File: config.mk
export PLATFORM = sky130hd
export DESIGN_NAME = clock_sync_master_sequencer_core_flat
export DESIGN_NICKNAME = d
export VERILOG_FILES = /design/src/rtl/csms_pkg.sv /design/src/rtl/csms_if.sv /design/src/rtl/csms_regs.sv /design/src/rtl/csms_store.sv /design/src/rtl/csms_seq.sv /design/src/rtl/csms_pipe.sv /design/src/rtl/clock_sync_master_sequencer_core.sv /design/src/flat_wrapper.sv
export SDC_FILE = /design/constraint.sdc
export NUM_CORES = 1
export LEC_CHECK = 0
export BUFFER_PORTS_ARGS = -buffer_cell sky130_fd_sc_hd__buf_4
export CORE_UTILIZATION = 54
export DETAILED_ROUTE_END_ITERATION = 6
export HOLD_SLACK_MARGIN = 0.06
export PLACE_DENSITY = 0.73
export SLEW_MARGIN = 25
export SYNTH_ARGS = -nofsm -noshare
export SYNTH_HDL_FRONTEND = slang
export SYNTH_SLANG_ARGS = --single-unit
File: constraint.sdc
create_clock -name i_clk -period 12.7 [get_ports i_clk]
set_clock_uncertainty 0.15 [all_clocks]
set_input_delay 2.54 -clock i_clk [delete_from_list [all_inputs] [get_ports i_clk]]
set_output_delay 2.54 -clock i_clk [all_outputs]
set_load 0.02 [all_outputs]
File: src/rtl/csms_pkg.sv
package csms_pkg;

    localparam int STORE_DEPTH = 8;
    localparam int IDX_W       = $clog2(STORE_DEPTH);

    localparam logic [2:0] REG_START_DELAY   = 3'd0;
    localparam logic [2:0] REG_COARSE_COUNT  = 3'd1;
    localparam logic [2:0] REG_FINE_COUNT    = 3'd2;
    localparam logic [2:0] REG_FINE_SPACING  = 3'd3;
    localparam logic [2:0] REG_TIMEOUT_TICKS = 3'd4;
    localparam logic [2:0] REG_INTERVAL_WORD = 3'd5;
    localparam logic [2:0] REG_LISTEN_PORT   = 3'd6;

    localparam logic [15:0] RST_START_DELAY   = 16'd500;
    localparam logic [2:0]  RST_COARSE_COUNT  = 3'd2;
    localparam logic [2:0]  RST_FINE_COUNT    = 3'd5;
    localparam logic [7:0]  RST_FINE_SPACING  = 8'd50;
    localparam logic [7:0]  RST_TIMEOUT_TICKS = 8'd4;
    localparam logic [15:0] RST_INTERVAL_WORD = 16'd156;
    localparam logic [15:0] RST_LISTEN_PORT   = 16'd1234;

    localparam logic CMD_TICK = 1'b0;
    localparam logic CMD_MSG  = 1'b1;

    localparam logic [7:0] MSG_DELAY_REQ  = 8'h12;
    localparam int         MSG_RESUME_BIT = 7;
    localparam logic [7:0] MSG_RESTART    = 8'h66;
    localparam logic [7:0] MSG_FINISH     = 8'h77;

    localparam logic [3:0] HDR_INTERVAL   = 4'd1;
    localparam logic [3:0] HDR_DELAY_RESP = 4'd3;
    localparam logic [3:0] HDR_FINE_BASE  = 4'd4;

    typedef struct packed {
        logic [15:0] start_delay;
        logic [2:0]  coarse_count;
        logic [2:0]  fine_count;
        logic [7:0]  fine_spacing;
        logic [7:0]  timeout_ticks;
        logic [15:0] interval_word;
        logic [15:0] listen_port;
    } t_cfg;

    typedef struct packed {
        logic        command;
        logic [31:0] stamp_low;
        logic [31:0] stamp_high;
        logic [7:0]  message_byte;
        logic [15:0] source_port;
    } t_in_item;

    typedef struct packed {
        logic        emit;
        logic        use_mem;
        logic [3:0]  header;
        logic [15:0] interval;
        logic [63:0] stamp;
    } t_issue;

    typedef struct packed {
        logic             re;
        logic [IDX_W-1:0] raddr;
        logic             we;
        logic [IDX_W-1:0] waddr;
        logic [63:0]      wdata;
    } t_store_req;

endpackage

File: src/rtl/csms_if.sv
interface csms_in_if;
    logic        valid;
    logic        ready;
    logic        command;
    logic [31:0] stamp_low;
    logic [31:0] stamp_high;
    logic [7:0]  message_byte;
    logic [15:0] source_port;

    modport source (output valid, command, stamp_low, stamp_high, message_byte,
                    source_port, input ready);
    modport sink (input valid, command, stamp_low, stamp_high, message_byte,
                  source_port, output ready);
endinterface

interface csms_out_if;
    logic        valid;
    logic        ready;
    logic [31:0] out_stamp_low;
    logic [31:0] out_stamp_high;
    logic [3:0]  header;
    logic [15:0] interval_out;

    modport source (output valid, out_stamp_low, out_stamp_high, header,
                    interval_out, input ready);
    modport sink (input valid, out_stamp_low, out_stamp_high, header,
                  interval_out, output ready);
endinterface

File: src/rtl/csms_regs.sv
module csms_regs
    import csms_pkg::*;
(
    input  logic        i_clk,
    input  logic        i_rst_n,
    input  logic        psel,
    input  logic        penable,
    input  logic        pwrite,
    input  logic [4:0]  paddr,
    input  logic [31:0] pwdata,
    output logic [31:0] prdata,
    output logic        pready,
    output t_cfg        o_cfg
);

    t_cfg       r_cfg;
    t_cfg       n_cfg;
    logic [2:0] reg_idx;
    logic       wr_en;

    assign reg_idx = paddr[4:2];
    assign wr_en   = psel && penable && pwrite;
    assign pready  = 1'b1;
    assign o_cfg   = r_cfg;

    always_comb begin
        n_cfg = r_cfg;
        if (wr_en) begin
            unique case (reg_idx)
                REG_START_DELAY:   n_cfg.start_delay   = pwdata[15:0];
                REG_COARSE_COUNT:  n_cfg.coarse_count  = pwdata[2:0];
                REG_FINE_COUNT:    n_cfg.fine_count    = pwdata[2:0];
                REG_FINE_SPACING:  n_cfg.fine_spacing  = pwdata[7:0];
                REG_TIMEOUT_TICKS: n_cfg.timeout_ticks = pwdata[7:0];
                REG_INTERVAL_WORD: n_cfg.interval_word = pwdata[15:0];
                REG_LISTEN_PORT:   n_cfg.listen_port   = pwdata[15:0];
                default:           n_cfg = r_cfg;
            endcase
        end
    end

    always_comb begin
        unique case (reg_idx)
            REG_START_DELAY:   prdata = {16'd0, r_cfg.start_delay};
            REG_COARSE_COUNT:  prdata = {29'd0, r_cfg.coarse_count};
            REG_FINE_COUNT:    prdata = {29'd0, r_cfg.fine_count};
            REG_FINE_SPACING:  prdata = {24'd0, r_cfg.fine_spacing};
            REG_TIMEOUT_TICKS: prdata = {24'd0, r_cfg.timeout_ticks};
            REG_INTERVAL_WORD: prdata = {16'd0, r_cfg.interval_word};
            REG_LISTEN_PORT:   prdata = {16'd0, r_cfg.listen_port};
            default:           prdata = 32'd0;
        endcase
    end

    always_ff @(posedge i_clk) begin
        if (!i_rst_n) begin
            r_cfg.start_delay   <= RST_START_DELAY;
            r_cfg.coarse_count  <= RST_COARSE_COUNT;
            r_cfg.fine_count    <= RST_FINE_COUNT;
            r_cfg.fine_spacing  <= RST_FINE_SPACING;
            r_cfg.timeout_ticks <= RST_TIMEOUT_TICKS;
            r_cfg.interval_word <= RST_INTERVAL_WORD;
            r_cfg.listen_port   <= RST_LISTEN_PORT;
        end else begin
            r_cfg <= n_cfg;
        end
    end

`ifndef ASSERT_OFF
    a_coarse_wr: assert property (@(posedge i_clk) disable iff (!i_rst_n)
        wr_en && reg_idx == REG_COARSE_COUNT |=> r_cfg.coarse_count == $past(pwdata[2:0]))
        else $error("coarse_count write lost");
`endif

endmodule

File: src/rtl/csms_store.sv
module csms_store
    import csms_pkg::*;
(
    input  logic        i_clk,
    input  logic        i_rst_n,
    input  t_store_req  i_req,
    output logic [63:0] o_rd_data
);

    logic [63:0]            r_mem [STORE_DEPTH];
    logic [STORE_DEPTH-1:0] r_valid;
    logic [63:0]            r_rd_data;
    logic                   r_rd_valid;

    always_ff @(posedge i_clk) begin
        if (i_req.we) begin
            r_mem[i_req.waddr] <= i_req.wdata;
        end
        if (i_req.re) begin
            r_rd_data <= r_mem[i_req.raddr];
        end
    end

    always_ff @(posedge i_clk) begin
        if (!i_rst_n) begin
            r_valid    <= '0;
            r_rd_valid <= 1'b0;
        end else begin
            if (i_req.we) begin
                r_valid[i_req.waddr] <= 1'b1;
            end
            if (i_req.re) begin
                r_rd_valid <= r_valid[i_req.raddr];
            end
        end
    end

    // never-written entries read as zero
    assign o_rd_data = r_rd_valid ? r_rd_data : 64'd0;

`ifndef ASSERT_OFF
    a_no_collide: assert property (@(posedge i_clk) disable iff (!i_rst_n)
        !(i_req.re && i_req.we && i_req.raddr == i_req.waddr))
        else $error("store read and write hit the same entry");
`endif

endmodule

File: src/rtl/csms_seq.sv
module csms_seq
    import csms_pkg::*;
(
    input  logic       i_clk,
    input  logic       i_rst_n,
    input  logic       i_accept,
    input  t_in_item   i_item,
    input  t_cfg       i_cfg,
    output t_issue     o_issue,
    output t_store_req o_store
);

    logic [15:0]      r_tc, n_tc;
    logic             r_coarse, n_coarse;
    logic             r_fine, n_fine;
    logic [2:0]       r_ci, n_ci;
    logic [IDX_W-1:0] r_fi, n_fi;
    logic [7:0]       r_sc, n_sc;
    logic             r_wt, n_wt;
    logic [7:0]       r_toc, n_toc;

    logic [63:0] stamp;
    logic [15:0] reload;
    logic        port_hit;

    assign stamp    = {i_item.stamp_high, i_item.stamp_low};
    assign reload   = i_cfg.start_delay - 16'd1;
    assign port_hit = i_item.source_port == i_cfg.listen_port;

    always_comb begin
        n_tc     = r_tc;
        n_coarse = r_coarse;
        n_fine   = r_fine;
        n_ci     = r_ci;
        n_fi     = r_fi;
        n_sc     = r_sc;
        n_wt     = r_wt;
        n_toc    = r_toc;
        o_issue  = '0;
        o_store  = '0;
        o_issue.stamp = stamp;

        if (i_item.command == CMD_TICK) begin
            n_tc = r_tc + 16'd1;
            if (n_tc > i_cfg.start_delay) begin
                if (r_coarse) begin
                    n_ci = r_ci + 3'd1;
                    o_issue.emit   = 1'b1;
                    o_issue.header = {1'b0, n_ci};
                    if (n_ci == i_cfg.coarse_count) begin
                        n_coarse = 1'b0;
                        n_ci     = 3'd0;
                        n_wt     = 1'b1;
                        n_toc    = 8'd0;
                    end
                end else if (r_fine) begin
                    if (r_sc == 8'd0) begin
                        o_issue.emit    = 1'b1;
                        o_issue.use_mem = 1'b1;
                        o_issue.header  = {1'b0, r_fi} + HDR_FINE_BASE;
                        o_store.re      = 1'b1;
                        o_store.raddr   = r_fi;
                        n_fi            = r_fi + 3'd1;
                        o_store.we      = 1'b1;
                        o_store.waddr   = n_fi;
                        o_store.wdata   = stamp;
                        n_sc = (n_fi != i_cfg.fine_count - 3'd1) ? i_cfg.fine_spacing : 8'd1;
                    end
                    n_sc = n_sc - 8'd1;
                    if (n_fi == i_cfg.fine_count) begin
                        n_wt = 1'b1;
                    end
                end
            end
            if (n_wt) begin
                n_toc = n_toc + 8'd1;
                if (n_toc == i_cfg.timeout_ticks) begin
                    if (r_fine) begin
                        n_coarse = 1'b0;
                        n_fi     = n_fi - 3'd1;
                    end else begin
                        n_coarse = 1'b1;
                    end
                    n_toc = 8'd0;
                    n_wt  = 1'b0;
                    n_ci  = 3'd0;
                    n_tc  = reload;
                    n_sc  = 8'd0;
                end
            end
        end else if (port_hit) begin
            if (i_item.message_byte == MSG_DELAY_REQ) begin
                o_issue.emit   = 1'b1;
                o_issue.header = HDR_DELAY_RESP;
                n_coarse = 1'b0;
                n_fine   = 1'b1;
                n_sc     = 8'd0;
                n_fi     = 3'd0;
                n_wt     = 1'b0;
                n_toc    = 8'd0;
            end else if (i_item.message_byte[MSG_RESUME_BIT]) begin
                n_fi     = i_item.message_byte[2:0] - 3'd4;
                n_coarse = 1'b0;
                n_fine   = 1'b1;
                n_tc     = reload;
                n_sc     = 8'd0;
                n_wt     = 1'b0;
                n_toc    = 8'd0;
            end else if (i_item.message_byte == MSG_RESTART) begin
                n_coarse = 1'b1;
                n_ci     = 3'd0;
                n_fine   = 1'b0;
                n_fi     = 3'd0;
                n_tc     = reload;
                n_wt     = 1'b0;
                n_toc    = 8'd0;
            end else if (i_item.message_byte == MSG_FINISH) begin
                n_fine   = 1'b0;
                n_fi     = 3'd0;
                n_tc     = 16'd0;
                n_coarse = 1'b1;
                n_sc     = 8'd0;
                n_wt     = 1'b0;
                n_toc    = 8'd0;
            end
        end

        o_issue.interval = (o_issue.header == HDR_INTERVAL) ? i_cfg.interval_word : 16'd0;
        if (!i_accept) begin
            o_issue.emit = 1'b0;
            o_store.re   = 1'b0;
            o_store.we   = 1'b0;
        end
    end

    always_ff @(posedge i_clk) begin
        if (!i_rst_n) begin
            r_tc     <= 16'd0;
            r_coarse <= 1'b1;
            r_fine   <= 1'b0;
            r_ci     <= 3'd0;
            r_fi     <= '0;
            r_sc     <= 8'd0;
            r_wt     <= 1'b0;
            r_toc    <= 8'd0;
        end else if (i_accept) begin
            r_tc     <= n_tc;
            r_coarse <= n_coarse;
            r_fine   <= n_fine;
            r_ci     <= n_ci;
            r_fi     <= n_fi;
            r_sc     <= n_sc;
            r_wt     <= n_wt;
            r_toc    <= n_toc;
        end
    end

`ifndef ASSERT_OFF
    a_phase_excl: assert property (@(posedge i_clk) disable iff (!i_rst_n)
        !(r_coarse && r_fine))
        else $error("coarse and fine phases both active");

    a_finish: assert property (@(posedge i_clk) disable iff (!i_rst_n)
        i_accept && i_item.command == CMD_MSG && port_hit
        && i_item.message_byte == MSG_FINISH |=> r_tc == 16'd0 && r_coarse && !r_fine)
        else $error("finish message did not restart coarse phase");
`endif

endmodule

File: src/rtl/csms_pipe.sv
module csms_pipe
    import csms_pkg::*;
(
    input  logic        i_clk,
    input  logic        i_rst_n,
    input  logic        i_accept,
    input  t_issue      i_issue,
    input  logic [63:0] i_rd_data,
    output logic        o_ready,
    csms_out_if.source  o_out
);

    logic        r_s1_valid;
    logic        r_s1_use_mem;
    logic [3:0]  r_s1_header;
    logic [15:0] r_s1_interval;
    logic [63:0] r_s1_stamp;

    logic        r_s2_valid;
    logic [3:0]  r_s2_header;
    logic [15:0] r_s2_interval;
    logic [63:0] r_s2_stamp;

    logic        s1_move;
    logic        s1_load;
    logic [63:0] s1_stamp;

    assign s1_move  = r_s1_valid && (!r_s2_valid || o_out.ready);
    assign o_ready  = !r_s1_valid || s1_move;
    assign s1_load  = i_accept && i_issue.emit;
    assign s1_stamp = r_s1_use_mem ? i_rd_data : r_s1_stamp;

    always_ff @(posedge i_clk) begin
        if (!i_rst_n) begin
            r_s1_valid <= 1'b0;
            r_s2_valid <= 1'b0;
        end else begin
            if (s1_load) begin
                r_s1_valid <= 1'b1;
            end else if (s1_move) begin
                r_s1_valid <= 1'b0;
            end
            if (s1_move) begin
                r_s2_valid <= 1'b1;
            end else if (o_out.ready) begin
                r_s2_valid <= 1'b0;
            end
        end
    end

    always_ff @(posedge i_clk) begin
        if (s1_load) begin
            r_s1_use_mem  <= i_issue.use_mem;
            r_s1_header   <= i_issue.header;
            r_s1_interval <= i_issue.interval;
            r_s1_stamp    <= i_issue.stamp;
        end
        if (s1_move) begin
            r_s2_header   <= r_s1_header;
            r_s2_interval <= r_s1_interval;
            r_s2_stamp    <= s1_stamp;
        end
    end

    assign o_out.valid          = r_s2_valid;
    assign o_out.out_stamp_low  = r_s2_stamp[31:0];
    assign o_out.out_stamp_high = r_s2_stamp[63:32];
    assign o_out.header         = r_s2_header;
    assign o_out.interval_out   = r_s2_interval;

`ifndef ASSERT_OFF
    a_load: assert property (@(posedge i_clk) disable iff (!i_rst_n)
        s1_load |=> r_s1_valid)
        else $error("emitted transfer not captured");
`endif

endmodule

File: src/rtl/clock_sync_master_sequencer_core.sv
// Clock-sync master sequencer.
// Input channel i_in: one transfer per tick (command 0, stamp = latest
// transmit timestamp) or per received message (command 1, with first
// payload byte, source port and receive timestamp).
// Output channel o_out: packets to send (timestamp, header, interval word);
// an input produces zero or one packet.
// Registers are written over the APB port (register i at byte 4*i); the
// user must write them only while the block is idle, which the block does
// not enforce. Unknown addresses are ignored and read as zero. A packet
// passes registered result stages s1 and s2 before it reaches o_out.
// Throughput: one input per cycle while o_out does not stall; state updates
// complete at the accept edge, where the fine-phase timestamp store is also
// read through a registered memory port. When o_out stalls, the two result
// stages fill and i_in.ready drops; inputs that produce no packet are still
// taken while a stage is free. Reset: coarse phase active, counters and
// index zero, registers at defaults, store reads zero until written.
module clock_sync_master_sequencer_core
    import csms_pkg::*;
(
    input  logic        i_clk,
    input  logic        i_rst_n,
    input  logic        psel,
    input  logic        penable,
    input  logic        pwrite,
    input  logic [4:0]  paddr,
    input  logic [31:0] pwdata,
    output logic [31:0] prdata,
    output logic        pready,
    csms_in_if.sink     i_in,
    csms_out_if.source  o_out
);

    t_cfg       cfg;
    t_in_item   item;
    t_issue     issue;
    t_store_req store_req;
    logic [63:0] rd_data;
    logic       in_ready;
    logic       accept;

    assign item.command      = i_in.command;
    assign item.stamp_low    = i_in.stamp_low;
    assign item.stamp_high   = i_in.stamp_high;
    assign item.message_byte = i_in.message_byte;
    assign item.source_port  = i_in.source_port;

    assign i_in.ready = in_ready;
    assign accept     = i_in.valid && in_ready;

    csms_regs u_regs (
        .i_clk   (i_clk),
        .i_rst_n (i_rst_n),
        .psel    (psel),
        .penable (penable),
        .pwrite  (pwrite),
        .paddr   (paddr),
        .pwdata  (pwdata),
        .prdata  (prdata),
        .pready  (pready),
        .o_cfg   (cfg)
    );

    csms_seq u_seq (
        .i_clk    (i_clk),
        .i_rst_n  (i_rst_n),
        .i_accept (accept),
        .i_item   (item),
        .i_cfg    (cfg),
        .o_issue  (issue),
        .o_store  (store_req)
    );

    csms_store u_store (
        .i_clk     (i_clk),
        .i_rst_n   (i_rst_n),
        .i_req     (store_req),
        .o_rd_data (rd_data)
    );

    csms_pipe u_pipe (
        .i_clk     (i_clk),
        .i_rst_n   (i_rst_n),
        .i_accept  (accept),
        .i_issue   (issue),
        .i_rd_data (rd_data),
        .o_ready   (in_ready),
        .o_out     (o_out)
    );

endmodule
File: src/flat_wrapper.sv
// flat-port wrapper written by rule: the top's interface ports become plain ports
module clock_sync_master_sequencer_core_flat import csms_pkg::*;
  (i_clk, i_rst_n, psel, penable, pwrite, paddr, pwdata, prdata, pready, i_in_valid, i_in_command, i_in_stamp_low, i_in_stamp_high, i_in_message_byte, i_in_source_port, i_in_ready, o_out_valid, o_out_out_stamp_low, o_out_out_stamp_high, o_out_header, o_out_interval_out, o_out_ready);
  csms_in_if i_in_i ();
  csms_out_if o_out_i ();
  input  logic i_clk;
  input  logic i_rst_n;
  input  logic psel;
  input  logic penable;
  input  logic pwrite;
  input  logic [4:0] paddr;
  input  logic [31:0] pwdata;
  output logic [31:0] prdata;
  output logic pready;
  input wire logic [$bits(i_in_i.valid)-1:0] i_in_valid;
  input wire logic [$bits(i_in_i.command)-1:0] i_in_command;
  input wire logic [$bits(i_in_i.stamp_low)-1:0] i_in_stamp_low;
  input wire logic [$bits(i_in_i.stamp_high)-1:0] i_in_stamp_high;
  input wire logic [$bits(i_in_i.message_byte)-1:0] i_in_message_byte;
  input wire logic [$bits(i_in_i.source_port)-1:0] i_in_source_port;
  output wire logic [$bits(i_in_i.ready)-1:0] i_in_ready;
  output wire logic [$bits(o_out_i.valid)-1:0] o_out_valid;
  output wire logic [$bits(o_out_i.out_stamp_low)-1:0] o_out_out_stamp_low;
  output wire logic [$bits(o_out_i.out_stamp_high)-1:0] o_out_out_stamp_high;
  output wire logic [$bits(o_out_i.header)-1:0] o_out_header;
  output wire logic [$bits(o_out_i.interval_out)-1:0] o_out_interval_out;
  input wire logic [$bits(o_out_i.ready)-1:0] o_out_ready;
  assign i_in_i.valid = i_in_valid;
  assign i_in_i.command = i_in_command;
  assign i_in_i.stamp_low = i_in_stamp_low;
  assign i_in_i.stamp_high = i_in_stamp_high;
  assign i_in_i.message_byte = i_in_message_byte;
  assign i_in_i.source_port = i_in_source_port;
  assign i_in_ready = i_in_i.ready;
  assign o_out_valid = o_out_i.valid;
  assign o_out_out_stamp_low = o_out_i.out_stamp_low;
  assign o_out_out_stamp_high = o_out_i.out_stamp_high;
  assign o_out_header = o_out_i.header;
  assign o_out_interval_out = o_out_i.interval_out;
  assign o_out_i.ready = o_out_ready;
  clock_sync_master_sequencer_core u_core (.i_clk(i_clk), .i_rst_n(i_rst_n), .psel(psel), .penable(penable), .pwrite(pwrite), .paddr(paddr), .pwdata(pwdata), .prdata(prdata), .pready(pready), .i_in(i_in_i), .o_out(o_out_i));
endmodule
# After elaboration in Yosys (flattened, before gate mapping)

Memories as Yosys holds them, arrays and structs flattened. A register that Yosys moved wholly into a read port is not among the register bits.
Cells that the tools add are included.

Bits in registers: 291
Latch bits: 0
RAM bits: 512
ROM bits: 0
Input bits: 133
Output and inout bits: 119
Word-level logic and storage cells: 220
Memories kept: 1

Memories:

| memory               | words | bits a word | rd ports | clocked after Yosys merged registers in | write ports | RTL line         | text |
|---|---|---|---|---|---|---|---|
| u_core.u_store.r_mem | 8     | 64          | 1        | 1                                       | 1           | csms_store.sv:10 | `logic [63:0] r_mem [STORE_DEPTH];` |

Add/sub/neg operators: 10
Multipliers: 0
Divide/modulo/power cells: 0
Order comparisons: 4
Equality and inequality tests: 23
Shift-type cells: 0
Muxes and demuxes: 125
Bitwise operators: 3
Reductions and logical operators: 28

Operators with widths:

| kind                                                                  | number |
|---|---|
| 72-bit two-way mux                                                    | 5 |
| 8-bit two-way mux                                                     | 28 |
| 16-bit two-way mux                                                    | 8 |
| 64-bit two-way mux                                                    | 2 |
| 16-bit case mux with 7 select lines                                   | 1 |
| 3-bit two-way mux                                                     | 28 |
| 1-bit two-way mux                                                     | 44 |
| 6-bit two-way mux                                                     | 3 |
| 16-bit by 1-bit adder with 16-bit output, second input constant       | 1 |
| 16-bit equality test                                                  | 1 |
| 8-bit by 7-bit equality test with 1-bit output, second input constant | 2 |
| 16-bit greater-than comparator                                        | 1 |
| 16-bit by 1-bit subtractor with 16-bit output, second input constant  | 1 |
| 2-bit AND reduction                                                   | 7 |
| 4-bit AND reduction                                                   | 3 |
| 3-bit equality test, second input constant                            | 3 |
| 8-bit by 1-bit adder with 8-bit output, second input constant         | 1 |
| 8-bit by 5-bit equality test with 1-bit output, second input constant | 1 |
| 8-bit equality test                                                   | 1 |
| 8-bit logical NOT                                                     | 1 |
| 3-bit by 4-bit < comparator with 1-bit output, second input constant  | 2 |
| 4-bit two-way mux                                                     | 2 |
| 4-bit by 1-bit != test with 1-bit output, second input constant       | 2 |
| 8-bit bitwise OR                                                      | 1 |
| 28 further kinds                                                      | 44 |

# Longest topological paths before layout

Gate-level depths: netlist of run 1.

Word-level depth: 15
Depth in mapped cells: 29

# Hierarchy

From an unflattened synthesis of run 1, not the netlist that was laid out.

Cell total of the unflattened synthesis: 2300
Area, all modules: 37140.6 µm²

By module, submodules not included:

| module                           | times used | cells an instance | area each (µm²) |
|---|---|---|---|
| csms_store                       | 1          | 913               | 21926.0 |
| csms_pipe                        | 1          | 249               | 6234.7 |
| csms_seq                         | 1          | 773               | 5550.3 |
| csms_regs                        | 1          | 364               | 3423.3 |
| clock_sync_master_sequencer_core | 1          | 1                 | 6.3 |

# Least setup slack after synthesis of run 1

Ideal clock, no wire load.

Kind: input-to-reg
From: input o_out_ready
To: memory u_core.u_store.r_mem[5][0] (enable)
Arrival time: 12492 ps
Data required time: 11903 ps
Setup slack: -590 ps
Stages on the path: 6
Path buffers: 0
Path through: nor2b_1 nand2_1 nand2_1 nor2_1 nand3_1 nor4_1

RTL lines:

| element     | RTL line           | text |
|---|---|---|
| from (decl) | flat_wrapper.sv:27 | `input wire logic [$bits(o_out_i.ready)-1:0] o_out_ready;` |
| to (decl)   | csms_store.sv:10   |  |

==> results.md, run 1 <==
* Status: finished clean
* GRT Util Overall at 25.2%
* Finished Layout Cells at 4198
* Hpwl dp at 48200 um
* Starting density of the core at 54.6%
* DRT iter0 DRCs at around 2.3k
* DRT Wirelength at 85900 um
* Overflow after GRT at 0
* Most frequent cells in the layout: 808 x nand2_1, 745 x edfxtp_1, 384 x nand3_1
* Power, Total at 5.78 mW
* Leak pwr at between 10 and 15 nW
* Reg2reg setup slack at around 5.7 ns
* Final number of hold-violating endpoints at 0
* Synth Register Bits at 867
* Slew Limit Fails at 0
* Max Freq at 143 MHz
* Area of the core at 65900 um^2
* Worst setup SP type: flop
* Setup TNS at 0 ns
* Setup crit start: u_core.u_seq.r_tc[2]
* Mapped Avg Cell Area at 11.6 um^2
* RR Startpoint: u_core.u_seq.r_tc[2]
* Port bufs at 216
* CTS Hold Buffers Added at 0
* Hold crit path type: reg -> reg
* Worst skew pair latency at 0.64 ns
* Crit share post-route at 55.2%
* Switching share of power at 20.6%
* Clock buffer depth at 3
* Cells after Synth at 3106
* Fill cells at 4885
* Normalized max-slew margin at between 20% and 30%
* Worst path max stage delay at 0.89 ns
* Num Clock Sinks at 867
* CTS tree: yes
* Gate power share at 2.9%
* Nets at 3421
* Worst VDD drop at 0.0000858 V
* ANT nets after route at 0
* DP Area at 38300 um^2
* Final Cell Area at 41100 um^2
* Root Buffer: clkbuf_16
* PD cells at between 100 and 150 nW/um^2
* Worst-path fanout max at 57
* Clock slew at reported path FFs at 0.06 ns
* Async SR Flop Fraction at 0%
* Setup WS post-layout at 5.69 ns
* Levels on crit path at 17
* Largest net degree at the start of global routing at approximately 200
* Pre-CTS setup slack at 5.29 ns
* Post-Syn Area at around 36000 um^2
* Die height at 260 um
* Drt drc at 0
* Top_reg_cell synth: edfxtp_1
* Wire per inst at 20.5 um
* Setup CP Type: reg -> reg
* Reg-to-Reg End: u_core.u_store.r_mem[5][48]
* Post-CTS sizing at 0
* WP data arrival at 7.10 ns
* Worst R2R Path Depth at 17
* I/O pins at 252
* Initial antenna violation count at 1
* Commonest non-fill, non-tap cell in the layout: nand2_1
* Final GP Congestion at about 0.87
* Count of cell types in the netlist at just over 70
* Post-CTS setup buffer count at 0
* Sequential power share at 53.4%
* Req. time, crit path at between 10 and 15 ns
* Clock Power Share at between 40% and 50%
* Pint at 4.59 mW
* Buf/Inv on CP at 1
* Vias per inst at 5.78
* Chip Width at 260 um
* Psw at 1.19 mW
* Core Rows at 94
* Vias in the first global route at between 20k and 25k
* Cells after DPL at a little over 4k
* Die footprint at 67600 um^2
* Post-synth EDFFs at 745
* Tmin final at 7.01 ns
* TritonCTS Buffers at 86
* P&R area growth vs syn at 14.3%
* Post-synthesis sequential area ratio at 69.0%
* CP max-delay cell: buf_4
* First-pass GRT wire length at 132000 um
* RSZ-0062 raised after global routing: no
* Vias at around 24k
* Delay-heaviest family, CP: simple AND/OR/NAND/NOR gates
* Worst path cell trace: and3_1 -> and2_1 -> and2_1 -> and3_1 -> nand4_1 -> or2_2 -> xnor2_1 -> ha_1 -> nand4_1 -> a2111oi_1 -> nor3_2 -> nor2_1 -> nand3_1 -> nor2_4 -> nand3_1 -> nor4_4 -> buf_4
* H-tree levels at 3
* Final setup viols at 0
* Ratio of cells with drive above 1 in the final layout at 12.5%
* Synth warnings at 0
* Pre-antenna DRT Iters at 5
* CP endpoint: u_core.u_store.r_mem[5][48]
* Max cap viols at 0
* Slew @ Worst Pin at ~1.1 ns
* Critical Path End Type: flop
[registers in the layout, indices dropped and copies added, names as in the netlist, 3 cells and up]
name                              flops
u_core.u_pipe.r_s1_interval          16
u_core.u_store.r_valid                8
u_core.u_pipe.r_s1_header             4
u_core.u_pipe.o_out.interval_out     16
u_core.u_pipe.r_s2_stamp             64
u_core.u_regs.o_cfg                  70
u_core.u_seq.r_tc                    16
u_core.u_store.r_rd_data             64
u_core.u_pipe.o_out.header            4
u_core.u_seq.r_ci                     3
u_core.u_pipe.r_s1_stamp             64
u_core.u_seq.r_fi                     3
u_core.u_seq.r_toc                    8
u_core.u_seq.r_sc                     8
u_core.u_store.r_mem                512
[cells in the mapped netlist, drive strengths merged, types with 3 or more instances]
cell type	n	area share, %
a21o	3	0.063
a21oi	71	0.99
a221oi	6	0.15
a22o	18	0.44
a22oi	7	0.15
a311o	3	0.084
a31oi	16	0.28
a32oi	4	0.097
and2	93	1.6
and3	15	0.26
buf	34	0.58
clkbuf	160	1.7
dfxtp	122	6.8
edfxtp	745	62
ha	26	0.90
inv	98	1.0
mux2	4	0.13
mux2i	25	0.70
mux4	3	0.19
nand2	810	8.5
nand2b	4	0.070
nand3	385	5.4
nand4	9	0.16
nor2	64	0.67
nor2b	12	0.21
nor3	20	0.32
nor4	14	0.24
o211ai	13	0.27
o21a	25	0.52
o21ai	166	2.3
o22ai	4	0.070
o31ai	3	0.063
or2	5	0.094
or3	16	0.28
xnor2	39	0.95
xor2	32	0.78
[metrics by stage]
stage               utilization (%)  hold slack (ns)
floorplan                         -            0.250
global placement               58.1            0.253
detailed placement             58.1            0.257
CTS                            62.3            0.272
global route                   62.4            0.275
finish                         62.4            0.269
[layer usage]
| layer | share of wire [%] | wire, um | GRT usage, % | vias up |
|---|---|---|---|---|
| met5 | 0 | 0 | 0 | - |
| met4 | 2.4 | 2080 | 8.87 | 0 |
| met3 | 8.1 | 6960 | 4.20 | 148 |
| met2 | 50 | 42600 | 42.7 | 1084 |
| met1 | 40 | 34300 | 32.8 | 11800 |
| li1 | - | - | - | 11300 |
[area by class of cell]
class / count / area, um^2 / area share, %
Timing Repair Buffer: 247 / 1890 / 4.60
Clock buffer: 99 / 2230 / 5.43
Multi-Input combinational cell: 1961 / 10100 / 24.7
Sequential cell: 867 / 24800 / 60.4
Tap cell: 864 / 1080 / 2.63
Antenna cell: 2 / 5.00 / 0.0122
Inverter: 99 / 375 / 0.913
Clock inverter: 59 / 573 / 1.39
[power by group through the flow]
stage / Clock, mW / Combinational, mW / Sequential [mW]
final: 2.52 / 0.168 / 3.09
after global routing: 2.66 / 0.181 / 3.09
after CTS: 2.56 / 0.167 / 3.09
after global placement: 0 / 0.163 / 3.15
after floorplan: 0 / 0.0880 / 3.15
after detailed placement: 0 / 0.166 / 3.15
[worst reg2reg max path, delay by kind of cell (launching register included)]
family                   cells  cell delay (ns)
AO/OA/AOI/OAI                1             0.47
XOR/XNOR                     1             0.17
adder cells (fa/ha/maj)      1             0.30
flip-flops                   1             0.40
buffers and inverters        1             0.89
AND/OR/NAND/NOR             13             4.18
[worst min-delay path by stage]
| stage | start | endpoint | slack (ns) | cells after the start |
|---|---|---|---|---|
| floorplan | u_core.u_pipe.r_s1_header[0] | u_core.u_pipe.o_out.header[0] | 0.25 | 0 |
| global placement | u_core.u_pipe.r_s1_header[3] | u_core.u_pipe.o_out.header[3] | 0.25 | 0 |
| detailed placement | u_core.u_pipe.r_s1_interval[0] | u_core.u_pipe.o_out.interval_out[0] | 0.26 | 0 |
| CTS | u_core.u_pipe.r_s1_interval[0] | u_core.u_pipe.o_out.interval_out[0] | 0.27 | 0 |
| global route | u_core.u_pipe.r_s1_interval[7] | u_core.u_pipe.o_out.interval_out[7] | 0.27 | 0 |
| finish | u_core.u_pipe.r_s1_interval[3] | u_core.u_pipe.o_out.interval_out[3] | 0.27 | 0 |
[kinds of logic (layout without fill, tap and decap cells)]
| family | after synthesis | count (layout) | share of synthesized area, % |
|---|---|---|---|
| buffers and inverters | 293 | 504 | 3.29 |
| AND/OR/NAND/NOR | 1458 | 1458 | 18.0 |
| multiplexers | 32 | 32 | 1.01 |
| XOR/XNOR | 72 | 72 | 1.80 |
| other | 2 | 19 | 0.0209 |
| AO/OA/AOI/OAI | 356 | 356 | 5.93 |
| adder cells (fa/ha/maj) | 26 | 26 | 0.905 |
| flip-flops | 867 | 867 | 69.0 |
No activity file was read; power rests on OpenSTA's default activity.
==> run 2, diff against run 1 <==
--- a/config.mk
+++ b/config.mk
@@ -5,11 +5,12 @@
 export SDC_FILE = /design/constraint.sdc
 export NUM_CORES = 1
 export LEC_CHECK = 0
+export ABC_AREA = 1
 export BUFFER_PORTS_ARGS = -buffer_cell sky130_fd_sc_hd__buf_4
-export CORE_UTILIZATION = 54
+export CORE_UTILIZATION = 55
 export DETAILED_ROUTE_END_ITERATION = 6
 export HOLD_SLACK_MARGIN = 0.06
-export PLACE_DENSITY = 0.73
+export PLACE_DENSITY = 0.75
 export SLEW_MARGIN = 25
 export SYNTH_ARGS = -nofsm -noshare
 export SYNTH_HDL_FRONTEND = slang
==> constraint.sdc (replaced) <==
create_clock -name i_clk -period 6.08 [get_ports i_clk]
set_clock_uncertainty 0.15 [all_clocks]
set_input_delay 1.216 -clock i_clk [delete_from_list [all_inputs] [get_ports i_clk]]
set_output_delay 1.216 -clock i_clk [all_outputs]
set_load 0.02 [all_outputs]
==> run 2 against run 1 <==
Net effect: flip-flop and latch count did not move; first-iteration DRC count up 12%; critical path depth grew 6; core utilization grew 2.1 points; critical endpoint is now u_core.u_store.r_rd_data[38]; via count rose by 1.7%; largest power group unchanged; synthesized cell count increased by 4.7%; global-route usage fell by 0.24 points; clock power is 110% higher.
==> results.md, run 2 <==
* Status: finished clean (unchanged)
* Worst VDD drop at 0.000246 V (was 0.0000858 V)
* Ratio of cells with drive above 1 in the final layout at 14.3% (was 12.5%)
* Cell mode on critical path: inv_1
* First-pass GRT wire length at 129000 um (was 132000 um)
* Hold crit path type: reg -> reg (unchanged)
* Dominant cell by count in the synthesized netlist: edfxtp_1 (was nand2_1)
* Synth top area cells: edfxtp_1 62%, dfxtp_1 6.7%, nand2_1 5.8%, nor2_1 3.2%, o21ai_0 3.2% (was edfxtp_1 62%, nand2_1 8.4%, dfxtp_1 6.8%, nand3_1 5.4%, o21ai_0 2.3%)
* Final setup viols at 0 (unchanged)
* Worst hold start: u_core.u_pipe.r_s1_interval[1] (was u_core.u_pipe.r_s1_interval[3])
* Reg-to-Reg End: u_core.u_store.r_rd_data[38] (was u_core.u_store.r_mem[5][48])
* Adder-Cell Fraction of Synth Area at 0.895% (was 0.905%)
* I/O pins at 252 (unchanged)
* H-tree levels at 3 (unchanged)
* Switching share of power at 20.3% (was 20.6%)
* Count of cell types in the netlist at 57 (was 71)
* Max Freq at 179 MHz (was 143 MHz)
* Cells after Synth at 3253 (was 3106)
* Synth cell count leaders: 745 x edfxtp_1, 563 x nand2_1, 312 x nor2_1 (was 809 x nand2_1, 745 x edfxtp_1, 385 x nand3_1)
* Post-synthesis compound-gate area fraction at 11.2% (was 5.93%)
* Vias per inst at 5.65 (was 5.78)
* Starting density of the core at 56.1% (was 54.6%)
* Core Rows at 93 (was 94)
* Gate power share at 3.2% (was 2.9%)
* Delay-heaviest family, CP: simple AND/OR/NAND/NOR gates (unchanged)
* Reg2reg setup slack at 0.49 ns (was 5.69 ns)
* WP data arrival at 5.87 ns (was 7.10 ns)
* Post-synth EDFFs at 745 (unchanged)
* Tmin final at 5.59 ns (was 7.01 ns)
* CTS tree: yes (unchanged)
* Most frequent cells in the layout: 745 x edfxtp_1, 562 x nand2_1, 302 x nor2_1 (was 808 x nand2_1, 745 x edfxtp_1, 384 x nand3_1)
* Clock Power Share at 43.2% (was 43.7%)
* Setup TNS at 0 ns (unchanged)
* Chip Width at 259 um (was 260 um)
* Largest net degree at the start of global routing at 234 (was 195)
* Post-CTS setup buffer count at 0 (unchanged)
* Drt drc at 0 (unchanged)
* Post-Syn Area at 36300 um^2 (was 36000 um^2)
* Wire per inst at 19.3 um (was 20.5 um)
* Die footprint at 67100 um^2 (was 67600 um^2)
* Area leader, netlist: edfxtp_1 (unchanged)
* Worst path max stage delay at 0.73 ns (was 0.89 ns)
* Max cap viols at 0 (unchanged)
* Worst-path fanout max at 233 (was 57)
* Critical Path End Type: flop (unchanged)
* Synth Register Bits at 867 (unchanged)
* Final GP Congestion at 0.892 (was 0.872)
* CP max-delay cell: buf_12 (was buf_4)
* Multiplexer area fraction after synthesis at 0% (was 1.01%)
* Mapped Avg Cell Area at 11.2 um^2 (was 11.6 um^2)
* Req. time, crit path at 6.37 ns (was 12.79 ns)
* Root Buffer: clkbuf_16 (unchanged)
* Num Clock Sinks at 867 (unchanged)
* Top_reg_cell synth: edfxtp_1 (unchanged)
* Clock buffer depth at 3 (unchanged)
* Pre-antenna DRT Iters at 6 (was 5)
* Die height at 259 um (was 260 um)
* Post-synthesis sequential area ratio at 68.3% (was 69.0%)
* PD cells at 288 nW/um^2 (was 141 nW/um^2)
* Synth Area in XOR/XNOR at 1.11% (was 1.80%)
* Worst setup SP type: flop (unchanged)
* Hold depth at 0 (unchanged)
* DRT iter0 DRCs at 2550 (was 2269)
* Slew @ Worst Pin at 1.02 ns (was 1.07 ns)
* Commonest non-fill, non-tap cell in the layout: edfxtp_1 (was nand2_1)
* TritonCTS Buffers at 85 (was 86)
* Most flops, register: u_core.u_store.r_mem (unchanged)
* Leak pwr at 15.2 nW (was 14.7 nW)
* Setup CP Type: reg -> reg (unchanged)
* Port bufs at 216 (unchanged)
* Worst path cell trace: and3_1 -> nand3_1 -> nor3_1 -> inv_1 -> nor2_1 -> inv_1 -> nor4_2 -> nand2_1 -> xor2_1 -> inv_1 -> ha_1 -> nand4_1 -> nor2_1 -> nand3_1 -> a21boi_4 -> buf_4 -> nand2_2 -> inv_1 -> nand3_4 -> buf_12 -> a21oi_1 -> a21boi_1 -> o32ai_1 (was and3_1 -> and2_1 -> and2_1 -> and3_1 -> nand4_1 -> or2_2 -> xnor2_1 -> ha_1 -> nand4_1 -> a2111oi_1 -> nor3_2 -> nor2_1 -> nand3_1 -> nor2_4 -> nand3_1 -> nor4_4 -> buf_4)
* Vias in the first global route at 23.1k (was 24.3k)
* Synth Area in Simple Gates at 13.0% (was 18.0%)
* Async SR Flop Fraction at 0% (unchanged)
* Clock slew at reported path FFs at 0.06 ns (about the same)
* CTS Hold Buffers Added at 0 (unchanged)
* Cells after DPL at 4208 (was 4036)
* Crit share post-route at 91.9% (was 55.2%)
* Overflow after GRT at 0 (unchanged)
* DRT Wirelength at 84200 um (was 85900 um)
* Pint at 9.60 mW (was 4.59 mW)
* Final number of hold-violating endpoints at 0 (unchanged)
* Area of the core at 64800 um^2 (was 65900 um^2)
* Post-CTS sizing at 0 (unchanged)
* Sequential power share at 53.5% (was 53.4%)
* GRT Util Overall at 25.0% (was 25.2%)
* Max reg flops at 512 (unchanged)
* Slew Limit Fails at 0 (unchanged)
* RR Startpoint: u_core.u_seq.r_tc[0] (was u_core.u_seq.r_tc[2])
* End of the worst hold path: u_core.u_pipe.o_out.interval_out[1] (was u_core.u_pipe.o_out.interval_out[3])
* Synth warnings at 0 (unchanged)
* Nets at 3599 (was 3421)
* Finished Layout Cells at 4367 (was 4198)
* Worst skew pair latency at 0.64 ns (about the same)
* Psw at 2.45 mW (was 1.19 mW)
* P&R area growth vs syn at 15.1% (was 14.3%)
* RSZ-0062 raised after global routing: no (unchanged)
* Vias at 24.7k (was 24.2k)
* Worst R2R Path Depth at 23 (was 17)
* Initial antenna violation count at 3 (was 1)
* Largest family of logic cells by synthesized area: simple AND/OR/NAND/NOR gates (unchanged)
* Buf/Inv on CP at 6 (was 1)
* Top-area cell type share of the netlist area at 61.6% (was 62.2%)
* Normalized max-slew margin at 31.7% (was 28.8%)
* Hpwl dp at 47800 um (was 48200 um)
* ANT nets after route at 0 (unchanged)
run 2: cell count changes in the layout (fill, tap and decap cells not counted), moves of 48 or more:
cell      before  now
a211oi_1       1   52
a21oi_1       71  214
and2_1        89    1
inv_1         95  298
nand2_1      808  562
nand3_1      384  128
nor2_1        57  302
o211ai_1      13   61
o21ai_0      163  234
or2_2          3   57
run 2: kinds of logic after synthesis:
logic type	Yosys count
compound gates	696
simple gates	1125
buf+inv	492
xor+xnor	45
other cells	2
fa+ha+maj	26
flops	867
run 2: stage by stage:
| step | util [%] | total power [mW] | area, um^2 | setup slack [ns] | hold slack, ns |
|---|---|---|---|---|---|
| final | 64.5 | 12.0 | 41800 | 0.495 | 0.267 |
| after global routing | 64.5 | 12.4 | 41800 | 0.0178 | 0.274 |
| after CTS | 64.5 | 12.1 | 41800 | 0.523 | 0.268 |
| after detailed placement | 60.3 | 6.96 | 39100 | 0.531 | 0.255 |
| after global placement | 60.2 | 6.95 | 39000 | 0.565 | 0.253 |
| after floorplan | - | 6.79 | 36500 | 0.0553 | 0.250 |
run 2: how the worst max path moves through the flow:
stage / start / to / cells after the start
after CTS: u_core.u_seq.r_tc[0] / u_core.u_store.r_rd_data[57] / 23
final: u_core.u_seq.r_tc[0] / u_core.u_store.r_rd_data[38] / 23
after detailed placement: u_core.u_seq.r_tc[0] / u_core.u_store.r_rd_data[57] / 23
after global placement: u_core.u_seq.r_tc[0] / u_core.u_store.r_rd_data[57] / 23
after global routing: u_core.u_seq.r_tc[0] / u_core.u_store.r_rd_data[36] / 24
after floorplan: o_out_ready / u_core.u_pipe.o_out.header[0] / 2
run 2: metal layers:
layer / wire length, um / GRT usage [%] / vias up
met4: 2580 / 9.63 / 0
met3: 5580 / 3.43 / 186
met5: 0 / 0 / -
li1: - / - / 11700
met1: 34200 / 32.6 / 11800
met2: 41900 / 42.4 / 985
run 2: final cells by class:
type / count / area, um^2
antenna: 2 / 5.00
clock buffer: 117 / 2370
clock inverter: 40 / 398
fill: 4742 / 23000
inverter: 306 / 1160
multi-input combinational: 1909 / 9740
sequential: 867 / 24800
tap: 855 / 1070
timing repair buffer: 271 / 2280
run 2: power by group through the flow:
| stage | Sequential [mW] | Combinational (mW) | Clock (mW) |
|---|---|---|---|
| 2_1_floorplan | 6.58 | 0.208 | 0 |
| 3_3_place_gp | 6.57 | 0.379 | 0 |
| 3_5_place_dp | 6.58 | 0.385 | 0 |
| 4_1_cts | 6.45 | 0.388 | 5.27 |
| 5_1_grt | 6.45 | 0.426 | 5.50 |
| 6_report | 6.45 | 0.390 | 5.21 |
run 2: worst register-to-register path, stage by stage, from the launching register on:
cell	delay, ns
dfxtp_1	0.40
and3_1	0.22
nand3_1	0.13
nor3_1	0.25
inv_1	0.08
nor2_1	0.16
inv_1	0.09
nor4_2	0.28
nand2_1	0.12
xor2_1	0.19
inv_1	0.07
ha_1	0.31
nand4_1	0.13
nor2_1	0.22
nand3_1	0.20
a21boi_4	0.19
buf_4	0.17
nand2_2	0.14
inv_1	0.26
nand3_4	0.20
buf_12	0.73
a21oi_1	0.30
a21boi_1	0.17
o32ai_1	0.26
